`config.mk`:
```
export PLATFORM = sky130hd
export DESIGN_NAME = preemptive_priority_task_queue
export DESIGN_NICKNAME = d
export VERILOG_FILES = /design/src/hw/rtl/ppq_pkg.sv /design/src/hw/rtl/ppq_ctrl.sv /design/src/hw/rtl/ppq_dpath.sv /design/src/hw/rtl/preemptive_priority_task_queue.sv
export SDC_FILE = /design/constraint.sdc
export NUM_CORES = 2
export LEC_CHECK = 0
export BUFFER_PORTS_ARGS = -buffer_cell sky130_fd_sc_hd__buf_2
export CAP_MARGIN = 15
export CORE_ASPECT_RATIO = 2
export CORE_MARGIN = 2
export CORE_UTILIZATION = 43
export DETAILED_ROUTE_END_ITERATION = 7
export PLACE_DENSITY_LB_ADDON = 0.12
export SKIP_CTS_REPAIR_TIMING = 1
export SYNTH_ARGS = -nofsm -noshare
export SYNTH_HDL_FRONTEND = slang
export SYNTH_SLANG_ARGS = --single-unit
```
`constraint.sdc`:
```
create_clock -name clock -period 17.5 [get_ports clock]
set_clock_uncertainty 0.2 [all_clocks]
set_input_delay 1.75 -clock clock [delete_from_list [all_inputs] [get_ports clock]]
set_output_delay 1.75 -clock clock [all_outputs]
set_load 0.01 [all_outputs]
```
`src/hw/rtl/ppq_pkg.sv`:
```
// ----------------------------------------------------------------------------
// ppq_pkg
// Shared constants, codes and command types of the priority task queue.
// ----------------------------------------------------------------------------
package ppq_pkg;

   localparam int QUEUE_DEPTH = 16;
   localparam int NEST_DEPTH  = 8;
   localparam int PRIO_BITS   = 8;

   // stored priority width: the request port carries eight bits
   localparam int PRIO_W  = (PRIO_BITS < 8) ? PRIO_BITS : 8;
   localparam int FILL_W  = $clog2(QUEUE_DEPTH + 1);
   localparam int LEVEL_W = $clog2(NEST_DEPTH + 1);
   localparam int SIDX_W  = (NEST_DEPTH > 1) ? $clog2(NEST_DEPTH) : 1;

   typedef enum logic [1:0] {
      REQ_ADD      = 2'd0,
      REQ_DISPATCH = 2'd1,
      REQ_FINISH   = 2'd2,
      REQ_UNUSED   = 2'd3
   } req_code_type;

   typedef enum logic [1:0] {
      ST_OK         = 2'd0,
      ST_QUEUE_FULL = 2'd1,
      ST_STACK_FULL = 2'd2,
      ST_NONE_RUN   = 2'd3
   } status_code_type;

   typedef struct packed {
      logic capture;
      logic commit;
   } cmd_type;

endpackage

```
`src/hw/rtl/ppq_ctrl.sv`:
```
// ----------------------------------------------------------------------------
// ppq_ctrl
// Sequencer: captures a request, commits it to the datapath when the
// result register is free, and runs the result handshake.
// ----------------------------------------------------------------------------
module ppq_ctrl (
   input  logic             clock,
   input  logic             reset,
   input  logic             req_valid,
   output logic             req_ready,
   output logic             rsp_valid,
   input  logic             rsp_ready,
   output ppq_pkg::cmd_type cmd
);

   typedef enum logic {
      S_IDLE,
      S_EXEC
   } state_type;

   state_type state_ff, state_in;
   logic      rsp_valid_ff, rsp_valid_in;
   logic      commit;

   assign req_ready   = (state_ff == S_IDLE);
   assign commit      = (state_ff == S_EXEC) && (!rsp_valid_ff || rsp_ready);
   assign cmd.capture = req_valid && req_ready;
   assign cmd.commit  = commit;
   assign rsp_valid   = rsp_valid_ff;

   always_comb begin
      state_in     = state_ff;
      rsp_valid_in = rsp_valid_ff && !rsp_ready;
      case (state_ff)
         S_IDLE: begin
            if (req_valid) begin
               state_in = S_EXEC;
            end
         end
         S_EXEC: begin
            if (commit) begin
               state_in     = S_IDLE;
               rsp_valid_in = 1'b1;
            end
         end
         default: begin
            state_in = S_IDLE;
         end
      endcase
   end

   always_ff @(posedge clock) begin
      if (reset) begin
         state_ff     <= S_IDLE;
         rsp_valid_ff <= 1'b0;
      end else begin
         state_ff     <= state_in;
         rsp_valid_ff <= rsp_valid_in;
      end
   end

endmodule

```
`src/hw/rtl/ppq_dpath.sv`:
```
// ----------------------------------------------------------------------------
// ppq_dpath
// Sorted shift-cell task queue, nesting stack of running priorities and
// the result register.
// ----------------------------------------------------------------------------
module ppq_dpath (
   input  logic             clock,
   input  logic             reset,
   input  ppq_pkg::cmd_type cmd,
   input  logic [1:0]       req_type,
   input  logic [15:0]      req_callback_id,
   input  logic [31:0]      req_task_argument,
   input  logic [7:0]       req_task_priority,
   output logic [1:0]       rsp_status,
   output logic             rsp_dispatched,
   output logic [15:0]      rsp_out_callback,
   output logic [31:0]      rsp_out_argument,
   output logic [7:0]       rsp_out_priority,
   output logic [4:0]       rsp_pending_count,
   output logic [3:0]       rsp_nest_depth
);

   localparam int QD = ppq_pkg::QUEUE_DEPTH;
   localparam int ND = ppq_pkg::NEST_DEPTH;
   localparam int PW = ppq_pkg::PRIO_W;
   localparam int FW = ppq_pkg::FILL_W;
   localparam int LW = ppq_pkg::LEVEL_W;
   localparam int SW = ppq_pkg::SIDX_W;

   // captured request
   ppq_pkg::req_code_type op_ff;
   logic [15:0]           cb_ff;
   logic [31:0]           arg_ff;
   logic [PW-1:0]         prio_ff;

   // queue cells
   logic [PW-1:0] q_prio_ff [QD];
   logic [15:0]   q_cb_ff   [QD];
   logic [31:0]   q_arg_ff  [QD];
   logic [FW-1:0] fill_ff, fill_in;

   // nesting stack
   logic [PW-1:0] stack_ff [ND];
   logic [LW-1:0] level_ff, level_in;
   logic [PW-1:0] top_prio;

   // result register
   ppq_pkg::status_code_type status_ff, status_in;
   logic                     disp_ff, disp_in;
   logic [15:0]              ocb_ff;
   logic [31:0]              oarg_ff;
   logic [7:0]               oprio_ff;
   logic [4:0]               pend_ff;
   logic [3:0]               depth_ff;

   logic          valid    [QD];
   logic          stay     [QD];
   logic          do_insert;
   logic          do_pop;
   logic          eligible;

   assign top_prio = stack_ff[SW'(level_ff - LW'(1))];
   assign eligible = (level_ff == '0) || (q_prio_ff[0] < top_prio);

   always_comb begin
      for (int i = 0; i < QD; i++) begin
         valid[i] = (FW'(i) < fill_ff);
         stay[i]  = valid[i] && !(prio_ff < q_prio_ff[i]);
      end
   end

   always_comb begin
      status_in = ppq_pkg::ST_OK;
      disp_in   = 1'b0;
      do_insert = 1'b0;
      do_pop    = 1'b0;
      fill_in   = fill_ff;
      level_in  = level_ff;
      case (op_ff)
         ppq_pkg::REQ_ADD: begin
            if (fill_ff >= FW'(QD)) begin
               status_in = ppq_pkg::ST_QUEUE_FULL;
            end else begin
               do_insert = 1'b1;
               fill_in   = fill_ff + FW'(1);
            end
         end
         ppq_pkg::REQ_DISPATCH: begin
            if ((fill_ff != '0) && eligible) begin
               if (level_ff >= LW'(ND)) begin
                  status_in = ppq_pkg::ST_STACK_FULL;
               end else begin
                  disp_in  = 1'b1;
                  do_pop   = 1'b1;
                  fill_in  = fill_ff - FW'(1);
                  level_in = level_ff + LW'(1);
               end
            end
         end
         ppq_pkg::REQ_FINISH: begin
            if (level_ff == '0) begin
               status_in = ppq_pkg::ST_NONE_RUN;
            end else begin
               level_in = level_ff - LW'(1);
            end
         end
         default: begin
            status_in = ppq_pkg::ST_OK;
         end
      endcase
   end

   always_ff @(posedge clock) begin
      if (cmd.capture) begin
         op_ff   <= ppq_pkg::req_code_type'(req_type);
         cb_ff   <= req_callback_id;
         arg_ff  <= req_task_argument;
         prio_ff <= req_task_priority[PW-1:0];
      end
   end

   // insert: cells ahead of the new task hold, the slot takes it, the rest advance
   always_ff @(posedge clock) begin
      if (cmd.commit && do_insert) begin
         for (int i = 0; i < QD; i++) begin
            if (!stay[i]) begin
               if (i == 0) begin
                  q_prio_ff[i] <= prio_ff;
                  q_cb_ff[i]   <= cb_ff;
                  q_arg_ff[i]  <= arg_ff;
               end else if (stay[(i > 0) ? i - 1 : 0]) begin
                  q_prio_ff[i] <= prio_ff;
                  q_cb_ff[i]   <= cb_ff;
                  q_arg_ff[i]  <= arg_ff;
               end else begin
                  q_prio_ff[i] <= q_prio_ff[(i > 0) ? i - 1 : 0];
                  q_cb_ff[i]   <= q_cb_ff[(i > 0) ? i - 1 : 0];
                  q_arg_ff[i]  <= q_arg_ff[(i > 0) ? i - 1 : 0];
               end
            end
         end
      end else if (cmd.commit && do_pop) begin
         for (int i = 0; i < QD - 1; i++) begin
            q_prio_ff[i] <= q_prio_ff[i + 1];
            q_cb_ff[i]   <= q_cb_ff[i + 1];
            q_arg_ff[i]  <= q_arg_ff[i + 1];
         end
      end
   end

   always_ff @(posedge clock) begin
      if (cmd.commit && do_pop) begin
         stack_ff[SW'(level_ff)] <= q_prio_ff[0];
      end
   end

   always_ff @(posedge clock) begin
      if (reset) begin
         fill_ff  <= '0;
         level_ff <= '0;
      end else if (cmd.commit) begin
         fill_ff  <= fill_in;
         level_ff <= level_in;
      end
   end

   always_ff @(posedge clock) begin
      if (cmd.commit) begin
         status_ff <= status_in;
         disp_ff   <= disp_in;
         ocb_ff    <= disp_in ? q_cb_ff[0]           : 16'd0;
         oarg_ff   <= disp_in ? q_arg_ff[0]          : 32'd0;
         oprio_ff  <= disp_in ? 8'(q_prio_ff[0])     : 8'd0;
         pend_ff   <= 5'(fill_in);
         depth_ff  <= 4'(level_in);
      end
   end

   assign rsp_status        = status_ff;
   assign rsp_dispatched    = disp_ff;
   assign rsp_out_callback  = ocb_ff;
   assign rsp_out_argument  = oarg_ff;
   assign rsp_out_priority  = oprio_ff;
   assign rsp_pending_count = pend_ff;
   assign rsp_nest_depth    = depth_ff;

endmodule

```
`src/hw/rtl/preemptive_priority_task_queue.sv`:
```
// A request is accepted in the idle state, captured, and committed from the
// execute state once the result register is free; the result is then registered.
// The sequencer takes no new request until the current one is committed.
// A stalled result holds the commit of the following request.
// Reset (synchronous, active high) empties the queue and the nesting stack
// at once; queued entries and stack slots need no clearing.
// ----------------------------------------------------------------------------
// preemptive_priority_task_queue
// Bottom-half task scheduler with a sorted pending queue and a nesting
// stack of running priorities.
// ----------------------------------------------------------------------------
module preemptive_priority_task_queue (
   input  logic        clock,
   input  logic        reset,
   input  logic        req_valid,
   output logic        req_ready,
   input  logic [1:0]  req_type,
   input  logic [15:0] req_callback_id,
   input  logic [31:0] req_task_argument,
   input  logic [7:0]  req_task_priority,
   output logic        rsp_valid,
   input  logic        rsp_ready,
   output logic [1:0]  rsp_status,
   output logic        rsp_dispatched,
   output logic [15:0] rsp_out_callback,
   output logic [31:0] rsp_out_argument,
   output logic [7:0]  rsp_out_priority,
   output logic [4:0]  rsp_pending_count,
   output logic [3:0]  rsp_nest_depth
);

   ppq_pkg::cmd_type cmd;

   ppq_ctrl u_ctrl (
      .clock     (clock),
      .reset     (reset),
      .req_valid (req_valid),
      .req_ready (req_ready),
      .rsp_valid (rsp_valid),
      .rsp_ready (rsp_ready),
      .cmd       (cmd)
   );

   ppq_dpath u_dpath (
      .clock             (clock),
      .reset             (reset),
      .cmd               (cmd),
      .req_type          (req_type),
      .req_callback_id   (req_callback_id),
      .req_task_argument (req_task_argument),
      .req_task_priority (req_task_priority),
      .rsp_status        (rsp_status),
      .rsp_dispatched    (rsp_dispatched),
      .rsp_out_callback  (rsp_out_callback),
      .rsp_out_argument  (rsp_out_argument),
      .rsp_out_priority  (rsp_out_priority),
      .rsp_pending_count (rsp_pending_count),
      .rsp_nest_depth    (rsp_nest_depth)
   );

endmodule

```
==> impl_metrics.toml <==
[run_status]
status = "completed"

[worst_setup_path]
timing.rr.end = "u_dpath.q_arg_ff[0][61]"
start_kind = "flip-flop"
endpoint_kind = "flip-flop"
worstPathMaxFanout = 220
cp_data_required_time_ns = 17.73
crit_path_end = "u_dpath.q_arg_ff[0][61]"
crit_path_start = "u_dpath.level_ff[0]"
reg2reg_from = "u_dpath.level_ff[0]"
arrival_ns = 7.69
path_class = "flip-flop to flip-flop"
reg2reg_slack_ns = 10.04
worst_r2r_path_depth = 15

[routing]
routed_via_density = 6.06
drc_errors = 0
vias = 43500
drtPass1Iterations = 6
ant_nets = 0
wl_per_cell_um = 26.3
drtIter0Drc = 3544
routed_wl_um = 189000

[grt]
grt_start_max_net_pins = 222
grt_pass1_wl_um = 281000
antenna_found_initial = 4
gr-total-overflow = 0
grt_pass1_vias = 44200
track_usage = 0.267

[floorplan]
num_rows = 191
dieArea_sq_um = 139000
die_x_um = 264
ios = 132
initial_core_util = 0.432
coreArea_sq_um = 135000
die_h_um = 525

[layout]
area_growth_pct = 9.20
nets = 5537
final_cells = 7182
drive_above_1_share = 0.0983

[placed_design]
place.gp.congestion = 0.854
dp.cells = 6984
pre_cts_slack_ns = 9.92
io_buffers = 131
dp_hpwl_um = 109000

[flow_run]
maxCapViolations = 0

[clocking]
cts_root_buf = "clkbuf_16"
cts_tree = "built"
clk_pin_slew_ns = 0.07
insertion_delay_ns = 0.73
cts-buffers-inserted = 105
clock-sinks = 1097
cts_htree_levels = 3
cts.path.max_buffers = 3

[timing]
worst_pin_slew_ns = 1.18
max_slew_margin = 0.212
finalCriticalPeriod_ns = 7.46
final-hold-violation-count = 0
worst_slack_ns = 10.04
rsz0062_at_grt = "false"
fin_crit_sh = 0.426
finalSetupViolations = 0
fin_tns_setup_ns = 0
max_clock_freq_ghz = 0.134
maxSlewViolCount = 0

[synth]
ys_seq_area_frac = 0.563
ys_seq_elements = 1097
avgSynthCellArea_sq_um = 10.5
syn-cell-area_sq_um = 58300
synth-edff-count = 1086
synth_area_leaders = "edfxtp_1 (56%), mux2i_1 (9.4%), nand2_1 (6.8%)"
synth_cell_types = 63
yosysTopAreaCellShare = 0.559
async_flop_share = 0
synth_cells = 5535
yosys-top-cells-count = "edfxtp_1 (1086), nand2_1 (1055), mux2i_1 (547), clkbuf_1 (388), o21ai_0 (358)"
synth_ff_type = "edfxtp_1"
synth_warnings = 0
synth.most_common_cell = "edfxtp_1"
syn-num-nets = 5718
yosysTopAreaCell = "edfxtp_1"

[pwr]
p_per_area_nw_per_um2 = 94.4
peakVddDrop_mv = 0.0681
power_uw = 6010
power_leakage_uw = 0.0231

[min_path]
holdPathStages = 2
hp-class = "flip-flop to flip-flop"
==> state kept, by name (all words and copies together) (netlist names), 5 cells and up <==
name	count
u_dpath.q_arg_ff	512
u_dpath.cb_ff	16
u_dpath.arg_ff	32
u_dpath.stack_ff	64
u_dpath.fill_ff	5
u_dpath.rsp_pending_count	5
u_dpath.rsp_out_callback	16
u_dpath.rsp_out_argument	32
u_dpath.q_prio_ff	128
u_dpath.rsp_out_priority	8
u_dpath.q_cb_ff	256
u_dpath.prio_ff	8
==> where the power goes <==
group          internal, uW  switching, uW  leakage (uW)  total, uW
registers              2990           74.3        0.0101       3070
logic                   149            330        0.0113        479
clock network          1360           1110       0.00172       2470
total                  4500           1510        0.0231       6010
==> kinds of logic (layout without fill, tap and decap cells) <==
| group | count (synthesis) | count (layout) | share of synthesized area |
|---|---|---|---|
| simple gates | 1825 | 1825 | 0.130 |
| other cells | 0 | 2 | 0 |
| mux | 620 | 620 | 0.111 |
| xor+xnor | 1 | 1 | 0.000472 |
| buf+inv | 670 | 578 | 0.0492 |
| compound gates | 1201 | 1201 | 0.120 |
| flops | 1097 | 1097 | 0.563 |
| fa+ha+maj | 121 | 121 | 0.0259 |
==> final cells by class <==
| cell class | instances | area, sq um |
|---|---|---|
| inverter | 146 | 554 |
| tap | 1737 | 2170 |
| clock buffer | 120 | 2730 |
| clock inverter | 76 | 851 |
| multi-input combinational | 3768 | 23100 |
| sequential | 1097 | 32800 |
| fill | 12400 | 71300 |
| antenna | 2 | 5.00 |
| timing repair buffer | 236 | 1490 |
==> per-layer routing <==
metal,track usage,vias up,share of wire
met5,0,-,0
met4,0.126,0,0.047
met3,0.0287,436,0.051
met2,0.502,1491,0.54
met1,0.299,21800,0.37
li1,-,19800,-
==> worst max-delay path, stage by stage, from the launching register on <==
cell       delay, ns
dfxtp_1         0.31
buf_4           0.35
inv_1           0.20
ha_1            0.82
mux4_2          0.40
mux2i_1         0.20
ha_1            0.28
a211oi_1        0.33
o221a_2         0.27
nand4bb_1       0.25
a311o_1         0.58
nor2_4          0.17
buf_12          0.58
buf_4           0.90
buf_4           0.91
o21ai_0         0.22
==> metrics by stage <==
| step | hold slack [ns] | utilization | cell area [sq um] |
|---|---|---|---|
| 2_1_floorplan | 0.295 | - | 58300 |
| 3_3_place_gp | 0.301 | 0.445 | 60100 |
| 3_5_place_dp | 0.318 | 0.445 | 60100 |
| 4_1_cts | 0.329 | 0.472 | 63700 |
| 5_1_grt | 0.347 | 0.472 | 63700 |
| 6_report | 0.321 | 0.472 | 63700 |
==> placed cells by master, fill, tap and decap left out, types with 15 or more instances in the layout <==
| cell | n |
|---|---|
| a21o_1 | 22 |
| a21oi_1 | 225 |
| a311oi_1 | 114 |
| a31oi_1 | 66 |
| and2_1 | 60 |
| buf_2 | 131 |
| buf_4 | 102 |
| bufinv_16 | 16 |
| clkbuf_16 | 107 |
| clkinv_1 | 19 |
| clkinv_2 | 21 |
| edfxtp_1 | 1086 |
| ha_1 | 119 |
| inv_1 | 142 |
| mux2_2 | 57 |
| mux2i_1 | 547 |
| mux4_2 | 16 |
| nand2_1 | 1046 |
| nand2b_1 | 16 |
| nand3_1 | 320 |
| nand4_1 | 15 |
| nor2_1 | 301 |
| o21ai_0 | 356 |
| o21ai_1 | 235 |
| o22ai_1 | 61 |
| o311ai_0 | 30 |
==> how the worst min path moves through the flow <==
stage                                         from                      end  slack (ns)
after floorplan            u_dpath.q_cb_ff[15][15]  u_dpath.q_cb_ff[14][15]        0.29
after global placement    u_dpath.q_arg_ff[3][125]  u_dpath.q_arg_ff[3][93]        0.30
after detailed placement  u_dpath.q_arg_ff[3][105]  u_dpath.q_arg_ff[3][73]        0.32
after CTS                 u_dpath.q_arg_ff[3][121]  u_dpath.q_arg_ff[3][89]        0.33
after global routing      u_dpath.q_arg_ff[3][121]  u_dpath.q_arg_ff[3][89]        0.35
final                     u_dpath.q_arg_ff[3][127]  u_dpath.q_arg_ff[3][95]        0.32
No activity file was read; power rests on OpenSTA's default activity.
